$ cat src/hdl/fsr_pkg.sv
// ----------------------------------------------------------------------------
// fsr_pkg
// Operation and status codes, walk modes and the control and status bundles
// shared by the controller and the datapath of the queue.
// ----------------------------------------------------------------------------
package fsr_pkg;

	localparam logic [1:0] OP_ENQ     = 2'd0;
	localparam logic [1:0] OP_DEQ     = 2'd1;
	localparam logic [1:0] OP_DEL_VAL = 2'd2;
	localparam logic [1:0] OP_DEL_POS = 2'd3;

	localparam logic [1:0] ST_OK       = 2'd0;
	localparam logic [1:0] ST_EMPTY    = 2'd1;
	localparam logic [1:0] ST_FULL     = 2'd2;
	localparam logic [1:0] ST_NOTFOUND = 2'd3;

	localparam int DATA_W  = 32;
	localparam int POS_W   = 8;
	localparam int OUT_CNT_W = 5;

	typedef enum logic [1:0] {
		MODE_SCAN,
		MODE_BY_VALUE,
		MODE_BY_POS
	} walk_mode_t;

	typedef struct packed {
		logic load;
		logic mutate;
		logic walk;
		logic commit;
		logic out_load;
	} ctrl_cmd_t;

	typedef struct packed {
		logic walk_done;
	} dp_status_t;

endpackage

$ cat src/hdl/fsr_ram.sv
// ----------------------------------------------------------------------------
// fsr_ram
// Generic single-write, single-read RAM with a registered read port.
// ----------------------------------------------------------------------------
module fsr_ram #(
	parameter int WIDTH = 32,
	parameter int DEPTH = 16
) (
	input  logic                     clk,
	input  logic                     we,
	input  logic [$clog2(DEPTH)-1:0] waddr,
	input  logic [WIDTH-1:0]         wdata,
	input  logic                     re,
	input  logic [$clog2(DEPTH)-1:0] raddr,
	output logic [WIDTH-1:0]         rdata
);

	logic [WIDTH-1:0] mem_q [DEPTH];

	always_ff @(posedge clk) begin
		if (we) begin
			mem_q[waddr] <= wdata;
		end
		if (re) begin
			rdata <= mem_q[raddr];
		end
	end

endmodule

$ cat src/hdl/fsr_ctrl.sv
// ----------------------------------------------------------------------------
// fsr_ctrl
// Sequencer for one request: capture, update, walk of the store, commit and
// hand-off to the output register.
// ----------------------------------------------------------------------------
module fsr_ctrl (
	input  logic                   clk,
	input  logic                   arst_n,
	input  logic                   in_valid,
	output logic                   in_ready,
	output logic                   out_valid,
	input  logic                   out_ready,
	output fsr_pkg::ctrl_cmd_t     cmd,
	input  fsr_pkg::dp_status_t    dp_status
);

	import fsr_pkg::*;

	localparam logic [2:0] S_IDLE = 3'd0;
	localparam logic [2:0] S_MUT  = 3'd1;
	localparam logic [2:0] S_WALK = 3'd2;
	localparam logic [2:0] S_DONE = 3'd3;
	localparam logic [2:0] S_OUT  = 3'd4;

	logic [2:0] state_q;
	logic [2:0] state_d;
	logic       out_free;
	logic       out_valid_q;

	assign out_free  = !out_valid_q || out_ready;
	assign in_ready  = (state_q == S_IDLE);
	assign out_valid = out_valid_q;

	always_comb begin
		state_d      = state_q;
		cmd          = '0;
		unique case (state_q)
			S_IDLE: begin
				if (in_valid) begin
					cmd.load = 1'b1;
					state_d  = S_MUT;
				end
			end
			S_MUT: begin
				cmd.mutate = 1'b1;
				state_d    = S_WALK;
			end
			S_WALK: begin
				cmd.walk = 1'b1;
				if (dp_status.walk_done) begin
					state_d = S_DONE;
				end
			end
			S_DONE: begin
				cmd.commit = 1'b1;
				state_d    = S_OUT;
			end
			S_OUT: begin
				if (out_free) begin
					cmd.out_load = 1'b1;
					state_d      = S_IDLE;
				end
			end
			default: begin
				state_d = S_IDLE;
			end
		endcase
	end

	always_ff @(posedge clk or negedge arst_n) begin
		if (!arst_n) begin
			state_q     <= S_IDLE;
			out_valid_q <= 1'b0;
		end else begin
			state_q <= state_d;
			if (cmd.out_load) begin
				out_valid_q <= 1'b1;
			end else if (out_ready) begin
				out_valid_q <= 1'b0;
			end
		end
	end

endmodule

$ cat src/hdl/fsr_datapath.sv
// ----------------------------------------------------------------------------
// fsr_datapath
// Queue pointers, the entry store, the compaction walk and the result
// register.
// ----------------------------------------------------------------------------
module fsr_datapath #(
	parameter int QUEUE_DEPTH = 16
) (
	input  logic                         clk,
	input  logic                         arst_n,
	input  fsr_pkg::ctrl_cmd_t           cmd,
	output fsr_pkg::dp_status_t          dp_status,
	input  logic [1:0]                   in_op,
	input  logic [fsr_pkg::DATA_W-1:0]   in_value,
	input  logic [fsr_pkg::POS_W-1:0]    in_position,
	output logic [1:0]                   out_status,
	output logic [fsr_pkg::DATA_W-1:0]   out_head,
	output logic [fsr_pkg::DATA_W-1:0]   out_tail,
	output logic [fsr_pkg::OUT_CNT_W-1:0] out_count,
	output logic [fsr_pkg::DATA_W-1:0]   out_largest,
	output logic                         out_empty
);

	import fsr_pkg::*;

	localparam int IW = (QUEUE_DEPTH > 1) ? $clog2(QUEUE_DEPTH) : 1;
	localparam int CW = $clog2(QUEUE_DEPTH + 1);
	localparam int SW = CW + 1;
	localparam int PW = (CW > POS_W) ? CW : POS_W;
	localparam int XW = (CW > OUT_CNT_W) ? CW : OUT_CNT_W;

	logic [1:0]        op_q;
	logic [DATA_W-1:0] val_q;
	logic [1:0]        st_q;
	walk_mode_t        mode_q;
	logic [IW-1:0]     head_q;
	logic [CW-1:0]     count_q;
	logic [CW-1:0]     rd_idx_q;
	logic [CW-1:0]     rd_off_s1;
	logic              rd_vld_s1;
	logic [CW-1:0]     kept_q;
	logic [PW-1:0]     pos_q;
	logic [DATA_W-1:0] hv_q;
	logic [DATA_W-1:0] tv_q;
	logic [DATA_W-1:0] mx_q;

	logic              ram_we;
	logic [IW-1:0]     ram_waddr;
	logic [DATA_W-1:0] ram_wdata;
	logic              ram_re;
	logic [DATA_W-1:0] ram_rdata;
	logic              drop;
	logic              keep_item;
	logic              full;
	logic              pos_bad;
	logic [PW-1:0]     in_pos_ext;

	function automatic logic [IW-1:0] slot(input logic [IW-1:0] h, input logic [CW-1:0] off);
		logic [SW-1:0] sum;
		sum = SW'(h) + SW'(off);
		if (sum >= SW'(QUEUE_DEPTH)) begin
			sum = sum - SW'(QUEUE_DEPTH);
		end
		return sum[IW-1:0];
	endfunction

	assign full       = (count_q == CW'(QUEUE_DEPTH));
	assign in_pos_ext = PW'(in_position);
	assign pos_bad    = (in_pos_ext == '0) || (in_pos_ext > PW'(count_q));

	assign ram_re = cmd.walk && (rd_idx_q != count_q);

	always_comb begin
		unique case (mode_q)
			MODE_BY_VALUE: drop = (ram_rdata == val_q);
			MODE_BY_POS:   drop = ((PW'(rd_off_s1) + PW'(1)) == pos_q);
			default:       drop = 1'b0;
		endcase
	end

	assign keep_item = rd_vld_s1 && !drop;

	// The compaction write always lands at or behind the read in flight.
	always_comb begin
		if (cmd.mutate) begin
			ram_we    = (op_q == OP_ENQ) && (st_q == ST_OK);
			ram_waddr = slot(head_q, count_q);
			ram_wdata = val_q;
		end else begin
			ram_we    = keep_item && (mode_q != MODE_SCAN);
			ram_waddr = slot(head_q, kept_q);
			ram_wdata = ram_rdata;
		end
	end

	fsr_ram #(
		.WIDTH (DATA_W),
		.DEPTH (QUEUE_DEPTH)
	) u_store (
		.clk   (clk),
		.we    (ram_we),
		.waddr (ram_waddr),
		.wdata (ram_wdata),
		.re    (ram_re),
		.raddr (slot(head_q, rd_idx_q)),
		.rdata (ram_rdata)
	);

	assign dp_status.walk_done = (rd_idx_q == count_q) && !rd_vld_s1;

	always_ff @(posedge clk or negedge arst_n) begin
		if (!arst_n) begin
			head_q    <= '0;
			count_q   <= '0;
			rd_idx_q  <= '0;
			rd_vld_s1 <= 1'b0;
			kept_q    <= '0;
			st_q      <= ST_OK;
			mode_q    <= MODE_SCAN;
			op_q      <= OP_ENQ;
		end else begin
			if (cmd.load) begin
				op_q   <= in_op;
				mode_q <= MODE_SCAN;
				priority if (in_op == OP_ENQ) begin
					st_q <= full ? ST_FULL : ST_OK;
				end else if (count_q == '0) begin
					st_q <= ST_EMPTY;
				end else if (in_op == OP_DEQ) begin
					st_q <= ST_OK;
				end else if (in_op == OP_DEL_VAL) begin
					st_q   <= ST_OK;
					mode_q <= MODE_BY_VALUE;
				end else if (pos_bad) begin
					st_q <= ST_NOTFOUND;
				end else begin
					st_q   <= ST_OK;
					mode_q <= MODE_BY_POS;
				end
			end
			if (cmd.mutate) begin
				rd_idx_q <= '0;
				kept_q   <= '0;
				if (st_q == ST_OK) begin
					if (op_q == OP_ENQ) begin
						count_q <= count_q + CW'(1);
					end else if (op_q == OP_DEQ) begin
						count_q <= count_q - CW'(1);
						head_q  <= (count_q == CW'(1)) ? '0 : slot(head_q, CW'(1));
					end
				end
			end
			rd_vld_s1 <= ram_re;
			if (ram_re) begin
				rd_idx_q <= rd_idx_q + CW'(1);
			end
			if (keep_item) begin
				kept_q <= kept_q + CW'(1);
			end
			if (cmd.commit && (mode_q != MODE_SCAN)) begin
				count_q <= kept_q;
				if (kept_q == '0) begin
					head_q <= '0;
				end
				if ((mode_q == MODE_BY_VALUE) && (kept_q == count_q)) begin
					st_q <= ST_NOTFOUND;
				end
			end
		end
	end

	always_ff @(posedge clk) begin
		if (cmd.load) begin
			val_q <= in_value;
			pos_q <= in_pos_ext;
		end
		if (ram_re) begin
			rd_off_s1 <= rd_idx_q;
		end
		if (keep_item) begin
			tv_q <= ram_rdata;
			if (kept_q == '0) begin
				hv_q <= ram_rdata;
				mx_q <= ram_rdata;
			end else if ($signed(ram_rdata) > $signed(mx_q)) begin
				mx_q <= ram_rdata;
			end
		end
		if (cmd.out_load) begin
			out_status  <= st_q;
			out_count   <= OUT_CNT_W'(XW'(kept_q));
			out_empty   <= (kept_q == '0);
			out_head    <= (kept_q == '0) ? '0 : hv_q;
			out_tail    <= (kept_q == '0) ? '0 : tv_q;
			out_largest <= (kept_q == '0) ? '0 : mx_q;
		end
	end

endmodule

$ cat src/hdl/fifo_with_selective_removal.sv
// ----------------------------------------------------------------------------
// fifo_with_selective_removal
// Bounded FIFO of signed words with enqueue, dequeue, remove-by-value and
// remove-by-position requests, one status and snapshot result per request.
// ----------------------------------------------------------------------------
// Each request walks the entry store before its result is offered. The
// entries walked are those held at acceptance, one more after an enqueue
// that is taken, one fewer after a dequeue that is taken. The walk goes
// through the single-read-port entry store, one entry per cycle, and
// compacts the queue and gathers the head, tail and largest value. A new
// request is taken once the previous result has been placed in the output
// register; the output register may still be waiting to be taken.
module fifo_with_selective_removal #(
	parameter int QUEUE_DEPTH = 16
) (
	input  logic         clk,
	input  logic         arst_n,
	input  logic         s_axis_tvalid,
	output logic         s_axis_tready,
	input  logic [39:0]  s_axis_tdata,   // data_value[31:0], position[39:32]
	input  logic [1:0]   s_axis_tuser,   // op[1:0]
	output logic         m_axis_tvalid,
	input  logic         m_axis_tready,
	// head_value[31:0], tail_value[63:32], entry_count[68:64],
	// largest_value[100:69], is_empty[101], zero[103:102]
	output logic [103:0] m_axis_tdata,
	output logic [1:0]   m_axis_tuser    // status[1:0]
);

	import fsr_pkg::*;

	ctrl_cmd_t         cmd;
	dp_status_t        dp_status;
	logic [DATA_W-1:0] head_value;
	logic [DATA_W-1:0] tail_value;
	logic [DATA_W-1:0] largest_value;
	logic [OUT_CNT_W-1:0] entry_count;
	logic              is_empty;

	fsr_ctrl u_ctrl (
		.clk       (clk),
		.arst_n    (arst_n),
		.in_valid  (s_axis_tvalid),
		.in_ready  (s_axis_tready),
		.out_valid (m_axis_tvalid),
		.out_ready (m_axis_tready),
		.cmd       (cmd),
		.dp_status (dp_status)
	);

	fsr_datapath #(
		.QUEUE_DEPTH (QUEUE_DEPTH)
	) u_datapath (
		.clk         (clk),
		.arst_n      (arst_n),
		.cmd         (cmd),
		.dp_status   (dp_status),
		.in_op       (s_axis_tuser),
		.in_value    (s_axis_tdata[31:0]),
		.in_position (s_axis_tdata[39:32]),
		.out_status  (m_axis_tuser),
		.out_head    (head_value),
		.out_tail    (tail_value),
		.out_count   (entry_count),
		.out_largest (largest_value),
		.out_empty   (is_empty)
	);

	assign m_axis_tdata = {2'b00, is_empty, largest_value, entry_count, tail_value, head_value};

endmodule

$ cat config.mk
export PLATFORM = sky130hd
export DESIGN_NAME = fifo_with_selective_removal
export DESIGN_NICKNAME = d
export VERILOG_FILES = /design/src/hdl/fsr_pkg.sv /design/src/hdl/fsr_ram.sv /design/src/hdl/fsr_ctrl.sv /design/src/hdl/fsr_datapath.sv /design/src/hdl/fifo_with_selective_removal.sv
export SDC_FILE = /design/constraint.sdc
export NUM_CORES = 1
export LEC_CHECK = 0
export BUFFER_PORTS_ARGS = -buffer_cell sky130_fd_sc_hd__clkbuf_2
export CORE_MARGIN = 2
export CORE_UTILIZATION = 65
export DETAILED_ROUTE_END_ITERATION = 10
export GPL_TIMING_DRIVEN = 0
export PLACE_DENSITY = 0.84
export SLEW_MARGIN = 20
export SYNTH_ARGS = -nofsm -noshare
export SYNTH_HDL_FRONTEND = slang
export SYNTH_SLANG_ARGS = --single-unit
$ cat constraint.sdc
create_clock -name clk -period 10.3 [get_ports clk]
set_clock_uncertainty 0.2 [all_clocks]
set_input_delay 0 -clock clk [delete_from_list [all_inputs] [get_ports clk]]
set_output_delay 0 -clock clk [all_outputs]
set_load 0.005 [all_outputs]
; After elaboration in Yosys (flattened, before gate mapping)
; Memories as Yosys holds them, arrays and structs flattened. A register that Yosys moved wholly into a read port is not among the register bits.
; Index checks and enable logic that the tools add are counted.
[totals]
ff_bits = 275
ram_bits = 512
mem_count = 1
output_inout_bits = 108
[op_classes]
order_cmp = 6
muxes = 54
n_addsub = 13
n_reduce_logical = 31
n_eq_ne = 19
[mem_list]
columns = memory, depth, width, read_ports, rd_ports_with_merged_regs, write_ports, line
row1 = u_datapath.u_store.mem_q, 16, 32, 1, 1, 1, fsr_ram.sv:18  ; logic [WIDTH-1:0] mem_q [DEPTH];
[op_table]
columns = cell, n
row1 = $mux 32, 3
row2 = $mux 4, 12
row3 = $mux 5, 8
row4 = $eq 32x32->1, 1
row5 = $gt 32x32->1, 1
row6 = $mux 2, 14
row7 = $add 4x5->6, 3
row8 = $ge 6x5->1 const B, 3
row9 = $sub 4x1->4 const B, 4
row10 = $add 5x1->5 const B, 3
row11 = $pmux 3 s5, 1
row12 = $reduce_bool 2->1, 7
row13 = $mux 1, 12
row14 = $eq 5x5->1, 2
row15 = $logic_not 5->1, 2
row16 = $mux 3, 3
row17 = $eq 8x8->1, 1
row18 = $gt 8x5->1, 1
row19 = $logic_not 8->1, 1
row20 = $logic_and 1x1->1, 7
row21 = $add 5x1->6 const B, 1
row22 = $eq 2x1->1 const B, 3
row23 = $eq 3x2->1 const B, 2
row24 = $logic_not 2->1, 3
row25 = other kinds (18), 25

; Longest topological paths before layout
[depth]
word_depth = 10
depth_mapped = 14

; By module
; A second synthesis with hierarchy kept.
[unflattened]
hier_cells = 1668
area_unflattened_um2 = 32077.0
[modules_own_cells]
columns = mod, seq_area_each_um2, n_inst, area_each_um2, cells_per_inst
row1 = fsr_ram, 16335.7, 1, 20174.3, 838
row2 = fsr_datapath, 8007.7, 1, 11659.9, 806
row3 = fsr_ctrl, 100.1, 1, 216.5, 20
row4 = fifo_with_selective_removal, 0.0, 1, 26.3, 4

; Worst setup path after synthesis
; OpenSTA, ideal clock, no wires.
[synth_path]
kind = register to register
start = reg u_ctrl.state_q[1]
end = mem u_datapath.u_store.mem_q[4][0], enable pin
arrival_ns = 5.568
path_slack_ns = 4.031
synth_period_minus_slack_ns = 6.269
path_stages_with_launch = 13
required_ns = 9.599
path_cell_list = dfrtp_1 > buf_6 > nor3b_2 > buf_4 > clkbuf_1 > nor2_1 > a21o_1 > ha_1 > a21o_1 > a21oi_1 > xnor2_1 > xnor2_1 > nor4_1
[synth_between]
elab_chain_cells = 5
[synth_lines]
columns = item, line
row1 = from (decl), fsr_ctrl.sv:25  ; logic [2:0] state_q;
row2 = from (signal assigned), fsr_ctrl.sv:75  ; state_q <= state_d;
row3 = $eq 3x1->1 (*), fsr_ctrl.sv:37  ; unique case (state_q)
row4 = $mux 1 (*), fsr_ctrl.sv:37
row5 = $mux 1, fsr_datapath.sv:85  ; if (cmd.mutate) begin
row6 = $mux 1, fsr_ram.sv:21  ; if (we) begin
row7 = $mux 1 (not written as such), fsr_ram.sv:22  ; mem_q[waddr] <= wdata;
row8 = to (decl), fsr_ram.sv:18
; Mark *: on every way between the ends. The rest lies on a longest branch, timed or not.

; Worst setup path after layout
[layout_path]
start = reg u_ctrl.state_q[1]
end = mem u_datapath.u_store.mem_q[12][29], enable pin
; The elaborated chain is that of the path after synthesis.

==> results.ini <==
[logic_synthesis]
dominantRegCellSynth=edfxtp_1
yosys.area_share.simple_pct=5.58
synth_top_family_by_area=multiplexers
synthArstFlopShare_pct=3.66
synth_top_cell_by_area=edfxtp_1
yosysWarnings=0
syn_area_sq_um=32400
synth_seq_area_share_pct=75.4
synth.avg_cell_area_sq_um=18.6
synth_edf_count=789
synth_cells=1740
synth_area_leaders=edfxtp_1 (73%), mux4_2 (8.9%), dfrtp_1 (2.3%), ha_1 (2.1%), nor2b_1 (1.4%)
synthXorXnorAreaFrac_pct=1.62
ys_ff_latch=819
synth.distinct_cells=63
synth_top_area_share_pct=73.1
synth_compound_area_share_pct=3.30
synth_fa_ha_area_share_pct=2.25
synthMuxAreaShare_pct=10.2

[detailed_routing]
post_drt_via_cell_ratio=6.60
finalWirelength_um=81900
num_vias=18600
wl_per_cell_um=29.0
antenna_left=0
first_iter_violations=2502
drc=0
dr.pass1.iters=6

[power_and_ir_drop]
p_sw_w=0.00431
pwr_density_cell_nw_per_um2=322
clkPwrFrac_pct=22.9
combinationalPowerShare_pct=35.6
sw_frac_of_total_pct=35.1
p_seq_share_pct=41.5
irDropWorstVdd_mv=0.197
p_leak_nw=13.0
internal_power_w=0.00797

[sta]
post-route-period-util_pct=51.1
slew_viol_final=0
slew_headroom_pct=26.8
setup_tns_ns=0
setup_viol=0
worst_pin_slew_ns=1.09
clock.fmax_mhz=190
hold_viol=0
period_needed_ns=5.26
rsz0062_at_grt=no

[clock_tree]
htreeDepth=3
cts_buffer_depth=3
cts.sinks=819
cts_resized=0
clock_latency_ns=0.63
path_clk_slew_ns=0.06
cts_tree=yes
cts_made_buffers=77
cts_root_buf=clkbuf_16

[run_status]
outcome=complete, no violations

[placed_design]
dp_hpwl_um=48900
dp_cells=2588
place.gp.congestion=0.887
io_buffers=151

[worst_setup_path]
required_ns=10.40
start_kind=flip-flop
path_class=reg -> reg
worstPathArrival_ns=5.36
timing.critical_path.fanout_max=13
end_kind=flip-flop

[final_layout]
nFillCells=2410
area_growth_pct=17.7
nNetsFinal=2195
drive_gt1_share_pct=24.3
fin_cells=2820

[global_routing]
antenna_found_initial=2
grt-ovfl-total=0
grt_pass1_vias=19000
grt_max_degree=62
grtUsageTotal_pct=32.7
grt_first_pass_wirelength_um=120000

[die]
die_area_sq_um=51700
initial_utilization_pct=66.1
fp-row-count=81
die_height_um=227
core_area_sq_um=49100
die_w_um=227
io_pins=154

[run]
cap_violations=0

[worst_hold_path]
hold_class=in -> reg

==> per-stage QoR <==
step / setup WS, ns / hold slack (ns) / area, sq um / util [%] / power [W]
6_report: 5.04 / 0.0722 / 38200 / 77.8 / 0.0123
3_3_place_gp: 0.259 / -0.0918 / 34000 / 69.3 / 0.00892
5_1_grt: 4.87 / 0.135 / 38200 / 77.8 / 0.0127
4_1_cts: 5.10 / 0.0275 / 38200 / 77.8 / 0.0121
3_5_place_dp: 5.23 / -0.0771 / 34800 / 70.9 / 0.00922
2_1_floorplan: 4.03 / -0.496 / 32400 / - / 0.00777
==> cells in the final DEF, fill, tap and decap left out, types with 16 or more instances in the layout <==
cell type	count
nor2b_1	71
and2_1	32
mux2_2	34
dlygate4sd3_1	88
clkbuf_1	67
mux4_2	128
clkbuf_16	79
buf_2	21
nand4_1	16
ha_1	55
xnor2_1	43
edfxtp_1	789
clkinv_2	16
inv_1	52
dfrtp_1	30
a21oi_1	25
o21ai_0	34
nor2_1	51
a211oi_1	33
nand3_1	16
clkbuf_2	151
nor2_4	16
a31oi_1	34
nand2_1	93
==> cell families after synthesis <==
kind of cell / Yosys count
buf+inv: 130
simple gates: 348
other cells: 1
fa+ha+maj: 57
mux: 165
flops: 819
xor+xnor: 60
compound gates: 160
==> power by group through the flow <==
stage          Combinational (W)  Clock [W]  Sequential (W)
6_report                 0.00436    0.00281         0.00510
5_1_grt                  0.00463    0.00294         0.00512
4_1_cts                  0.00427    0.00281         0.00506
3_5_place_dp             0.00410          0         0.00512
3_3_place_gp             0.00379          0         0.00512
2_1_floorplan            0.00280          0         0.00497
==> path summary, 6_finish.rpt <==
path / start / endpoint / cells after the start / slack [ns]
max: u_ctrl.state_q[1] / u_datapath.u_store.mem_q[12][29] / 15 / 5.04
min reg2reg: u_datapath.st_q[1] / u_datapath.out_status[1] / 0 / 0.33
max reg2reg: u_ctrl.state_q[1] / u_datapath.u_store.mem_q[12][29] / 15 / 5.04
min: m_axis_tready / u_ctrl.out_valid / 4 / 0.07
min in group asynchronous: arst_n / u_datapath.st_q[1] / 4 / 0.24
max in group asynchronous: arst_n / u_datapath.rd_idx_q[3] / 4 / 9.47
==> synth_stat cells, drive strengths merged (10+ instances only) <==
cell type and n:
edfxtp 789, mux4 128, nand2 96, nor2b 71, nor2 67, ha 55, inv 55, clkbuf 50
xnor2 45, mux2 35, o21ai 35, a31oi 34, a211oi 33, and2 32, dfrtp 30, a21oi 26
buf 24, nand3 16, nand4 16, xor2 15, nor3 10
==> layer usage <==
layer	part of all wire [%]	track usage (%)
met5	0	0
met4	5.5	17.4
met3	11	7.36
met2	50	54.1
met1	34	41.0
==> worst max-delay path, cell delays in order, from the launching register on <==
cell and delay, ns:
dfrtp_1 0.37, buf_6 0.13, nor3b_2 0.27, buf_4 0.24
clkbuf_1 0.65, nor2_1 0.18, a21o_1 0.24, ha_1 0.27
a21o_1 0.18, a21oi_1 0.19, xnor2_1 0.20, xor2_1 0.18
nor4_1 0.38, a22oi_4 0.28, nor3_4 0.69, buf_8 0.26
==> layout make-up <==
| cell class | instances | area (sq um) | share of cell area (%) |
|---|---|---|---|
| Sequential cell | 819 | 24400 | 64.1 |
| Multi-Input combinational cell | 792 | 7590 | 19.9 |
| Timing Repair Buffer | 272 | 2270 | 5.95 |
| Clock buffer | 100 | 2100 | 5.49 |
| Tap cell | 664 | 831 | 2.18 |
| Clock inverter | 42 | 382 | 1.00 |
| Buffer | 74 | 330 | 0.866 |
| Inverter | 56 | 210 | 0.551 |
| Antenna cell | 1 | 2.50 | 0.00656 |
==> registers in the layout, summed over array words and instances, names as in the netlist, 32 cells and up <==
name	cells
u_datapath.u_store.mem_q	512
u_datapath.hv_q	32
u_datapath.mx_q	32
u_datapath.out_head	32
u_datapath.out_largest	32
u_datapath.out_tail	32
u_datapath.tv_q	32
u_datapath.u_store.rdata	32
u_datapath.val_q	32
==> timing repair <==
| item | in CTS | in global routing |
|---|---|---|
| hold buffers | 89 | 0 |
| setup buffers | 0 | 0 |
| hold endpoints to repair | 79 | 0 |
Note: power is estimated with default switching activity, not from simulation.
